==> src/sv/text_line_width_meter_assert.svh <==
// Assertion macros shared by the text line width meter modules.
`ifndef TEXT_LINE_WIDTH_METER_ASSERT_SVH
`define TEXT_LINE_WIDTH_METER_ASSERT_SVH

// Same-cycle implication, checked at every clock outside reset.
`define TLWM_ASSERT_NOW(lbl, ante, cons, msg) \
   lbl: assert property (@(posedge clock) disable iff (reset) (ante) |-> (cons)) \
      else $error(msg);

// Next-cycle implication, checked at every clock outside reset.
`define TLWM_ASSERT_NEXT(lbl, ante, cons, msg) \
   lbl: assert property (@(posedge clock) disable iff (reset) (ante) |=> (cons)) \
      else $error(msg);

`endif

==> src/sv/tlwm_pkg.sv <==
// Shared types, codes and constants of the text line width meter.
`timescale 1ns / 1ps

package tlwm_pkg;

   // Parameter defaults
   localparam int HISTOGRAM_BINS_DEF   = 1024;
   localparam int LINE_NUMBER_BITS_DEF = 24;

   // Field widths
   localparam int REQ_W       = 2;
   localparam int KIND_W      = 2;
   localparam int BYTE_W      = 8;
   localparam int BIN_W       = 10;
   localparam int COL_W       = 10;
   localparam int TAB_W       = 8;
   localparam int LNUM_W      = 24;
   localparam int COUNT_W     = 32;
   localparam int CSR_INDEX_W = 2;
   localparam int CSR_DATA_W  = 10;

   // Tab stop unit: one step per bit of the column
   localparam int DIV_STEPS = COL_W;

   // Request codes
   localparam logic [REQ_W-1:0] REQ_TEXT = 2'd0;
   localparam logic [REQ_W-1:0] REQ_EOF  = 2'd1;
   localparam logic [REQ_W-1:0] REQ_BIN  = 2'd2;

   // Result kinds
   localparam logic [KIND_W-1:0] KIND_LINE = 2'd0;
   localparam logic [KIND_W-1:0] KIND_EOF  = 2'd1;
   localparam logic [KIND_W-1:0] KIND_BIN  = 2'd2;

   // Register indexes
   localparam logic [CSR_INDEX_W-1:0] CSR_THRESHOLD    = 2'd0;
   localparam logic [CSR_INDEX_W-1:0] CSR_TAB_SIZE     = 2'd1;
   localparam logic [CSR_INDEX_W-1:0] CSR_COUNT_HIST   = 2'd2;
   localparam logic [CSR_INDEX_W-1:0] CSR_PER_FILE_MAX = 2'd3;

   // Special bytes
   localparam logic [BYTE_W-1:0] CHAR_NUL   = 8'h00;
   localparam logic [BYTE_W-1:0] CHAR_TAB   = 8'h09;
   localparam logic [BYTE_W-1:0] CHAR_NL    = 8'h0A;
   localparam logic [BYTE_W-1:0] CHAR_SPACE = 8'h20;
   localparam logic [BYTE_W-1:0] CHAR_TILDE = 8'h7E;

   typedef struct packed {
      logic [REQ_W-1:0]  req_type;
      logic [BYTE_W-1:0] char_byte;
      logic [BIN_W-1:0]  bin_index;
   } req_payload_type;

   typedef struct packed {
      logic [KIND_W-1:0]  result_kind;
      logic [LNUM_W-1:0]  line_number;
      logic [COL_W-1:0]   line_width;
      logic               is_wide;
      logic [COL_W-1:0]   widest_so_far;
      logic [COUNT_W-1:0] bin_count;
      logic [COUNT_W-1:0] all_line_count;
      logic [COUNT_W-1:0] wide_line_count;
      logic [COL_W-1:0]   highest_bin;
      logic               last;
   } rsp_payload_type;

   // Tab stop unit command and status
   typedef struct packed {
      logic             start;
      logic [COL_W-1:0] column;
      logic [TAB_W-1:0] tab_size;
   } tab_req_type;

   typedef struct packed {
      logic           done;
      logic [COL_W:0] next_stop;
   } tab_rsp_type;

   // Saturating 32-bit increment
   function automatic logic [COUNT_W-1:0] sat_inc32(input logic [COUNT_W-1:0] value);
      sat_inc32 = (value == {COUNT_W{1'b1}}) ? value : value + 1'b1;
   endfunction

endpackage

==> src/sv/tlwm_tab_unit.sv <==
// Iterative tab stop unit: restoring remainder, one column bit per cycle.
`timescale 1ns / 1ps
`include "text_line_width_meter_assert.svh"

module tlwm_tab_unit (
   input  logic                  clock,
   input  logic                  reset,
   input  tlwm_pkg::tab_req_type tab_req,
   output tlwm_pkg::tab_rsp_type tab_rsp
);
   import tlwm_pkg::*;

   localparam int STEP_W = $clog2(DIV_STEPS);

   logic              busy_ff, busy_in;
   logic              done_ff, done_in;
   logic [STEP_W-1:0] step_ff, step_in;
   logic [COL_W-1:0]  shift_ff, shift_in;
   logic [COL_W-1:0]  col_ff, col_in;
   logic [TAB_W-1:0]  tab_ff, tab_in;
   logic [TAB_W-1:0]  rem_ff, rem_in;
   logic [TAB_W:0]    partial;
   logic [TAB_W+1:0]  trial;

   // Shared compare/subtract: partial remainder against the tab size
   assign partial = {rem_ff, shift_ff[COL_W-1]};
   assign trial   = {1'b0, partial} - {2'b00, tab_ff};

   // Sequencer
   always_comb begin
      busy_in  = busy_ff;
      done_in  = 1'b0;
      step_in  = step_ff;
      shift_in = shift_ff;
      col_in   = col_ff;
      tab_in   = tab_ff;
      rem_in   = rem_ff;
      if (tab_req.start && !busy_ff) begin
         busy_in  = 1'b1;
         step_in  = '0;
         shift_in = tab_req.column;
         col_in   = tab_req.column;
         tab_in   = tab_req.tab_size;
         rem_in   = '0;
      end else if (busy_ff) begin
         shift_in = shift_ff << 1;
         // keep the partial remainder when the trial subtract goes negative
         rem_in   = trial[TAB_W+1] ? partial[TAB_W-1:0] : trial[TAB_W-1:0];
         if (step_ff == STEP_W'(DIV_STEPS - 1)) begin
            busy_in = 1'b0;
            done_in = 1'b1;
         end else begin
            step_in = step_ff + 1'b1;
         end
      end
   end

   always_ff @(posedge clock) begin
      if (reset) begin
         busy_ff <= 1'b0;
         done_ff <= 1'b0;
         step_ff <= '0;
      end else begin
         busy_ff <= busy_in;
         done_ff <= done_in;
         step_ff <= step_in;
      end
   end

   always_ff @(posedge clock) begin
      shift_ff <= shift_in;
      col_ff   <= col_in;
      tab_ff   <= tab_in;
      rem_ff   <= rem_in;
   end

   // Next stop = column rounded down to a stop, plus one tab
   assign tab_rsp.done      = done_ff;
   assign tab_rsp.next_stop = (COL_W+1)'(col_ff) - (COL_W+1)'(rem_ff) + (COL_W+1)'(tab_ff);

   `TLWM_ASSERT_NEXT(a_done_single, done_ff, !done_ff, "tab unit done lasted two cycles")
   `TLWM_ASSERT_NOW(a_done_not_busy, done_ff, !busy_ff, "tab unit done while still busy")
   `TLWM_ASSERT_NOW(a_rem_below_tab, done_ff, rem_ff < tab_ff, "tab remainder not below tab size")

endmodule

==> config.mk <==
export PLATFORM = sky130hd
export DESIGN_NAME = tlwm_tab_unit
export DESIGN_NICKNAME = d
export VERILOG_FILES = /design/src/sv/tlwm_pkg.sv /design/src/sv/tlwm_tab_unit.sv
export VERILOG_INCLUDE_DIRS = /design/src /design/src/sv
export SDC_FILE = /design/constraint.sdc
export NUM_CORES = 1
export LEC_CHECK = 0
export ABC_AREA = 0
export ABC_CLOCK_PERIOD_IN_PS = 2250
export BUFFER_PORTS_ARGS = -buffer_cell sky130_fd_sc_hd__buf_2
export CAP_MARGIN = 10
export CORE_MARGIN = 3
export CORE_UTILIZATION = 35
export DETAILED_ROUTE_END_ITERATION = 8
export SYNTH_ARGS = -nofsm -noshare
export SYNTH_HDL_FRONTEND = slang
export SYNTH_SLANG_ARGS = --single-unit
==> constraint.sdc <==
create_clock -name clock -period 2.25 [get_ports clock]
set_clock_uncertainty 0.1 [all_clocks]
set_input_delay 0.1125 -clock clock [delete_from_list [all_inputs] [get_ports clock]]
set_output_delay 0.1125 -clock clock [all_outputs]
set_load 0.03 [all_outputs]
==> results of run 1 <==
==> final timing paths <==
kind | to | depth (start not counted) | slack, ns | from
setup / recovery | tab_rsp[9] | 10 | -0.66 | col_ff[3]
hold / removal | rem_ff[3] | 5 | 0.22 | tab_req[18]
setup reg to reg | rem_ff[6] | 8 | 0.04 | tab_ff[0]
hold reg to reg | step_ff[1] | 2 | 0.45 | step_ff[1]
==> worst min-delay path: stages <==
cell and delay (ns):
buf_2 0.09, nor2_1 0.05, buf_4 0.17, nand2_1 0.07, o211ai_1 0.07
==> cells by family (layout without fill, tap and decap cells) <==
kind of cell / Yosys count / count (layout) / synth area share (%)
DFF: 42 / 42 / 42.4
and+or+nand+nor: 60 / 60 / 11.2
adders and majority gates: 30 / 30 / 16.7
xor gates and xnor gates: 15 / 15 / 4.97
AOI/OAI and AO/OA: 44 / 44 / 12.3
buffers and inverters: 47 / 150 / 7.47
muxes: 12 / 12 / 4.97
==> cell usage in the layout (no fill, tap or decap), drive strengths merged, types with 3 or more instances in the layout <==
cell | netlist | layout
nor3 | 4 | 4
dlygate4sd3 | 0 | 19
fa | 9 | 9
nand3 | 5 | 5
nor2 | 10 | 10
a21o | 4 | 4
o21ai | 8 | 8
nand2 | 20 | 20
edfxtp | 28 | 28
clkbuf | 2 | 6
nand2b | 5 | 5
dfxtp | 14 | 14
buf | 5 | 83
xor2 | 8 | 8
and3 | 3 | 3
ha | 21 | 21
nand4 | 3 | 3
mux2 | 9 | 9
inv | 40 | 40
o211ai | 4 | 4
a2111oi | 3 | 3
mux2i | 3 | 3
xnor2 | 7 | 7
a21oi | 10 | 10
==> sequential cells by signal, summed over array words and instances, names as in the netlist <==
register / cells
col_ff: 10
shift_ff: 10
step_ff: 4
busy_ff: 1
done_ff: 1
rem_ff: 8
tab_ff: 8
==> repair_timing <==
item                                   CTS  global route
hold buffers                            19             0
setup buffers                            7             3
cloned                                   0             0
pin swaps                               11            20
gates resized for setup                 30            26
endpoints found under the hold margin   24             0
setup endpoints to repair               11            18
==> Yosys cell counts, drive strengths merged (3+ instances only) <==
library cell | number | area share [%]
mux2 | 9 | 3.8
nor3 | 4 | 0.76
edfxtp | 28 | 32
and3 | 3 | 0.71
mux2i | 3 | 1.1
a21o | 4 | 1.1
a21oi | 10 | 1.9
fa | 9 | 6.8
o211ai | 4 | 1.1
buf | 5 | 1.5
nand3 | 5 | 0.95
o21ai | 8 | 1.5
ha | 21 | 9.9
xor2 | 8 | 2.6
nand2 | 20 | 2.8
inv | 40 | 5.7
nand2b | 5 | 1.3
dfxtp | 14 | 11
xnor2 | 7 | 2.3
a2111oi | 3 | 1.7
nand4 | 3 | 0.71
nor2 | 10 | 1.4
==> area by class of cell <==
cell class	count	area, µm²	area share (%)
clock inverter	2	8.76	0.225
multi-input combinational	161	1590	40.7
inverter	40	150	3.85
tap	99	124	3.18
timing repair buffer	102	836	21.4
clock buffer	6	72.6	1.86
sequential	42	1120	28.8
==> power groups by stage <==
stage | sequential (mW) | combinational [mW] | clock [mW]
2_1_floorplan | 0.996 | 1.83 | 0
3_3_place_gp | 0.990 | 2.63 | 0
3_5_place_dp | 0.996 | 2.65 | 0
4_1_cts | 0.979 | 3.13 | 0.477
5_1_grt | 0.992 | 3.55 | 0.510
6_report | 0.980 | 3.29 | 0.458
==> stage by stage <==
stage	hold WS [ns]	power (mW)	instance area (µm²)	setup TNS [ns]	utilization, %
floorplan	0.0841	2.82	2740	-0.999	-
global placement	0.189	3.62	3330	-2.09	45.7
detailed placement	0.191	3.65	3330	-2.23	45.7
CTS	0.207	4.58	3760	-4.56	51.6
global route	0.225	5.05	3900	-5.79	53.4
finish	0.222	4.72	3900	-4.45	53.4
==> layer usage <==
layer / part of all wire (%) / up-vias
li1: - / 1068
met1: 48 / 966
met2: 48 / 36
met3: 2.8 / 6
met4: 1.4 / 0
met5: 0 / -
==> results.cfg, run 1 <==
[clock_tree]
cts_sinks = 42
cts-root-buf = clkbuf_8
cts_tree = done
cts.path.max_buffers = 2
cts_max_level = 2
clk_pin_slew_ns = 0.07
clk_latency_ns = 0.29
numCtsBuffers = 5

[power_and_ir_drop]
pwr-share-seq_pct = 20.7
power.density_nw_per_um2 = 1210
clkPwrFrac_pct = 9.7
peakVddDrop_mv = 0.410
internal_power_mw = 2.78
p_switching_mw = 1.95
switching_share_pct = 41.2
leakage_nw = 1.71
comb_power_share_pct = 69.6

[setup_path]
crit_path_max_fanout = 3
critPathArrivalTime_ns = 2.70
criticalPathCategory = flip-flop to primary output
cpPeakStageDelay_ns = 0.56
worstPathCellList = inv_1 -> fa_1 -> inv_2 -> ha_4 -> and3_4 -> a2111oi_4 -> o21ai_1 -> a21oi_2 -> xnor2_2 -> buf_6
start_kind = flip-flop
cp_data_required_time_ns = 2.04
crit_buf_inv = 3
worst_setup_path_end_kind = primary output
cp_slowest_cell = fa_1
crit_family = adder cells

[floorplan]
dieArea_um2 = 8640
die_h_um = 92.9
ioPinCount = 33
coreArea_um2 = 7290
initial_core_util_pct = 36.3
fp-row-count = 31
fp.dieW_um = 92.9

[global_route]
grt_pass1_wl_um = 9290
grt_start_max_net_pins = 33
top_usage_layer = met2
antenna_found_initial = 0
grt_use_total_pct = 13.6
overflow = 0
met2_usage_pct = 22.7
grt_pass1_vias = 2090
gr-usage-met1_pct = 17.2
grtUsageMet3_pct = 2.19

[detailed_routing]
wire_per_inst_um = 12.4
ant_nets = 0
drcViolationCount = 0
drt_iter0_markers = 108
via_per_inst = 4.59
firstDrtPassIters = 4
vias = 2076
routed_wirelength_um = 5590

[finish]
fin_nets = 403
n_fill_cell = 681
diodes = 0
syn_to_final_growth_pct = 47.4
instances_no_fill = 452
drive_above_1_share_pct = 40.8

[sta]
min_period_over_period_pct = 129
fin_crit_ns = 2.91
rsz0062_at_grt = yes
fmax_mhz = 343
hold_viol_final = 0
drv_slew = 0
setup_viol_count_final = 9
relSlewSlack_pct = 74.1
fin_ws_ns = -0.663
tightest_slew_ns = 0.384

[logic_synthesis]
ys_seq_area_share_pct = 42.4
syn_area_per_cell_um2 = 10.6
synthArstFlopShare_pct = 0
ys_seq_elements = 42
yosys_warnings = 0
synth_nets = 301
netlist_instances = 250
synth_area_um2 = 2650
synth_edf_count = 28
ys.flop_type = edfxtp_1
synth_cell_types = 45

[place]
io_buffer_count = 32
pre_cts_ws_ns = -0.474
hpwl_um = 4160
place_inst = 417
gp_congestion = 0.868

[hold_path]
hp-class = input pin to flip-flop

[run_status]
violations = negative setup slack
status = finished with violations

[run]
drv_cap = 0
Power figures use the tool's default switching activity.
==> run 2: changes to the inputs <==
--- a/config.mk
+++ b/config.mk
@@ -10,7 +10,7 @@
 export ABC_CLOCK_PERIOD_IN_PS = 2250
 export BUFFER_PORTS_ARGS = -buffer_cell sky130_fd_sc_hd__buf_2
 export CAP_MARGIN = 10
-export CORE_MARGIN = 3
+export CORE_MARGIN = 2
 export CORE_UTILIZATION = 35
 export DETAILED_ROUTE_END_ITERATION = 8
 export SYNTH_ARGS = -nofsm -noshare
==> results.cfg, run 2 (synthesis gave the netlist of run 1 again) <==
[run_status]
status = finished with violations
violations = negative setup slack

[setup_path]
worstPathCellList = inv_2 -> fa_1 -> inv_2 -> ha_4 -> and3_4 -> a2111oi_4 -> o21ai_1 -> a21oi_2 -> xnor2_2 -> buf_6
cpPeakStageDelay_ns = 0.57
cp_data_required_time_ns = 2.04
cpMostUsedCell = inv_2
criticalPathCategory = flip-flop to primary output
cp_slowest_cell = fa_1
crit_path_max_fanout = 4
crit_buf_inv = 3
critPathArrivalTime_ns = 2.72
worst_setup_path_end_kind = primary output
start_kind = flip-flop
crit_family = adder cells

[place]
gp_congestion = 0.853
pre_cts_ws_ns = -0.494
hpwl_um = 4080
place_inst = 417
io_buffer_count = 32
placed_area_um2 = 3330

[sta]
relSlewSlack_pct = 75.4
min_period_over_period_pct = 131
tightest_slew_ns = 0.367
fin_crit_ns = 2.94
fmax_mhz = 341
rsz0062_at_grt = yes
setup_viol_count_final = 10
fin_ws_ns = -0.687
tns_ns = -4.50
drv_slew = 0
hold_viol_final = 0

[finish]
reg_top3 = col_ff (10), shift_ff (10)
postLayoutCellArea_um2 = 3870
diodes = 0
instances_no_fill = 450
final_cell_mix = buf_4 (47), inv_1 (33), edfxtp_1 (28)
final_common_cell = buf_4
fin_nets = 401
syn_to_final_growth_pct = 46.3
drive_above_1_share_pct = 41.0

[clock_tree]
numCtsBuffers = 5
cts_max_level = 2
cts.path.max_buffers = 2
cts_sinks = 42
cts-root-buf = clkbuf_8
cts_tree = done
clk_latency_ns = 0.30
clk_pin_slew_ns = 0.08

[global_route]
met2_usage_pct = 21.7
grt_pass1_vias = 2012
overflow = 0
grtUsageMet3_pct = 2.32
top_usage_layer = met2
antenna_found_initial = 0
gr-usage-met1_pct = 17.4
grt_pass1_wl_um = 8890
grt_use_total_pct = 13.4
grt_start_max_net_pins = 33

[floorplan]
coreArea_um2 = 7290
die_h_um = 90.9
ioPinCount = 33
dieArea_um2 = 8270
fp-row-count = 31
initial_core_util_pct = 36.3
fp.dieW_um = 90.9

[power_and_ir_drop]
comb_power_share_pct = 69.3
fin_total_pwr_mw = 4.71
internal_power_mw = 2.76
leakage_nw = 1.69
pwr-share-seq_pct = 20.7
clkPwrFrac_pct = 10.0
switching_share_pct = 41.5
p_switching_mw = 1.95
power.density_nw_per_um2 = 1220
peakVddDrop_mv = 0.483

[detailed_routing]
vias = 2056
firstDrtPassIters = 4
drcViolationCount = 0
ant_nets = 0
wire_per_inst_um = 12.0
drt_iter0_markers = 83
routed_wirelength_um = 5410
via_per_inst = 4.57

[run]
drv_cap = 0

[hold_path]
hp-class = input pin to flip-flop
run 2: metal layers:
layer	routed length, µm	vias to the layer above	part of all wire [%]
met5	0	-	0
met4	79	0	1.5
met3	134	6	2.5
met2	2580	41	48
met1	2620	947	48
li1	-	1062	-
run 2: repair_timing:
action / in CTS / in global routing
gates resized for setup: 25 / 27
pin swaps: 12 / 19
hold buffers: 19 / 0
buffers inserted: 5 / 3
endpoints found under the setup margin: 11 / 18
hold endpoints to repair: 24 / 0
run 2: per-stage QoR:
stage / hold slack, ns / utilization [%]
2_1_floorplan: 0.0841 / -
3_3_place_gp: 0.189 / 45.7
3_5_place_dp: 0.191 / 45.7
4_1_cts: 0.211 / 51.1
5_1_grt: 0.229 / 53.1
6_report: 0.222 / 53.1
run 2: final cells by class:
cell class / count / area, µm²
Inverter: 40 / 150
Sequential cell: 42 / 1120
Tap cell: 99 / 124
Clock buffer: 5 / 68.8
Fill cell: 700 / 3420
Clock inverter: 3 / 16.3
Timing Repair Buffer: 100 / 806
Multi-Input combinational cell: 161 / 1580
run 2: worst paths after layout:
kind	startpoint	end	slack, ns	depth (start not counted)
setup / recovery	tab_ff[4]	tab_rsp[9]	-0.69	10
hold / removal	tab_req[18]	rem_ff[3]	0.22	5
setup reg to reg	tab_ff[0]	rem_ff[6]	0.07	8
hold reg to reg	step_ff[1]	step_ff[1]	0.45	2
run 2: power by group through the flow:
stage	sequential (mW)	combinational (mW)	clock, mW
3_5_place_dp	0.992	2.66	0
3_3_place_gp	0.990	2.63	0
2_1_floorplan	0.996	1.83	0
5_1_grt	0.986	3.54	0.518
4_1_cts	0.975	3.07	0.488
6_report	0.975	3.26	0.473
run 2: worst register-to-register path, cell delays in order, from the launching register on:
cell and delay (ns):
edfxtp_1 0.39, buf_4 0.14, ha_1 0.21, fa_2 0.35, nand2b_1 0.18, a21oi_2 0.17
mux2i_1 0.10, o311ai_1 0.27, o211ai_1 0.13
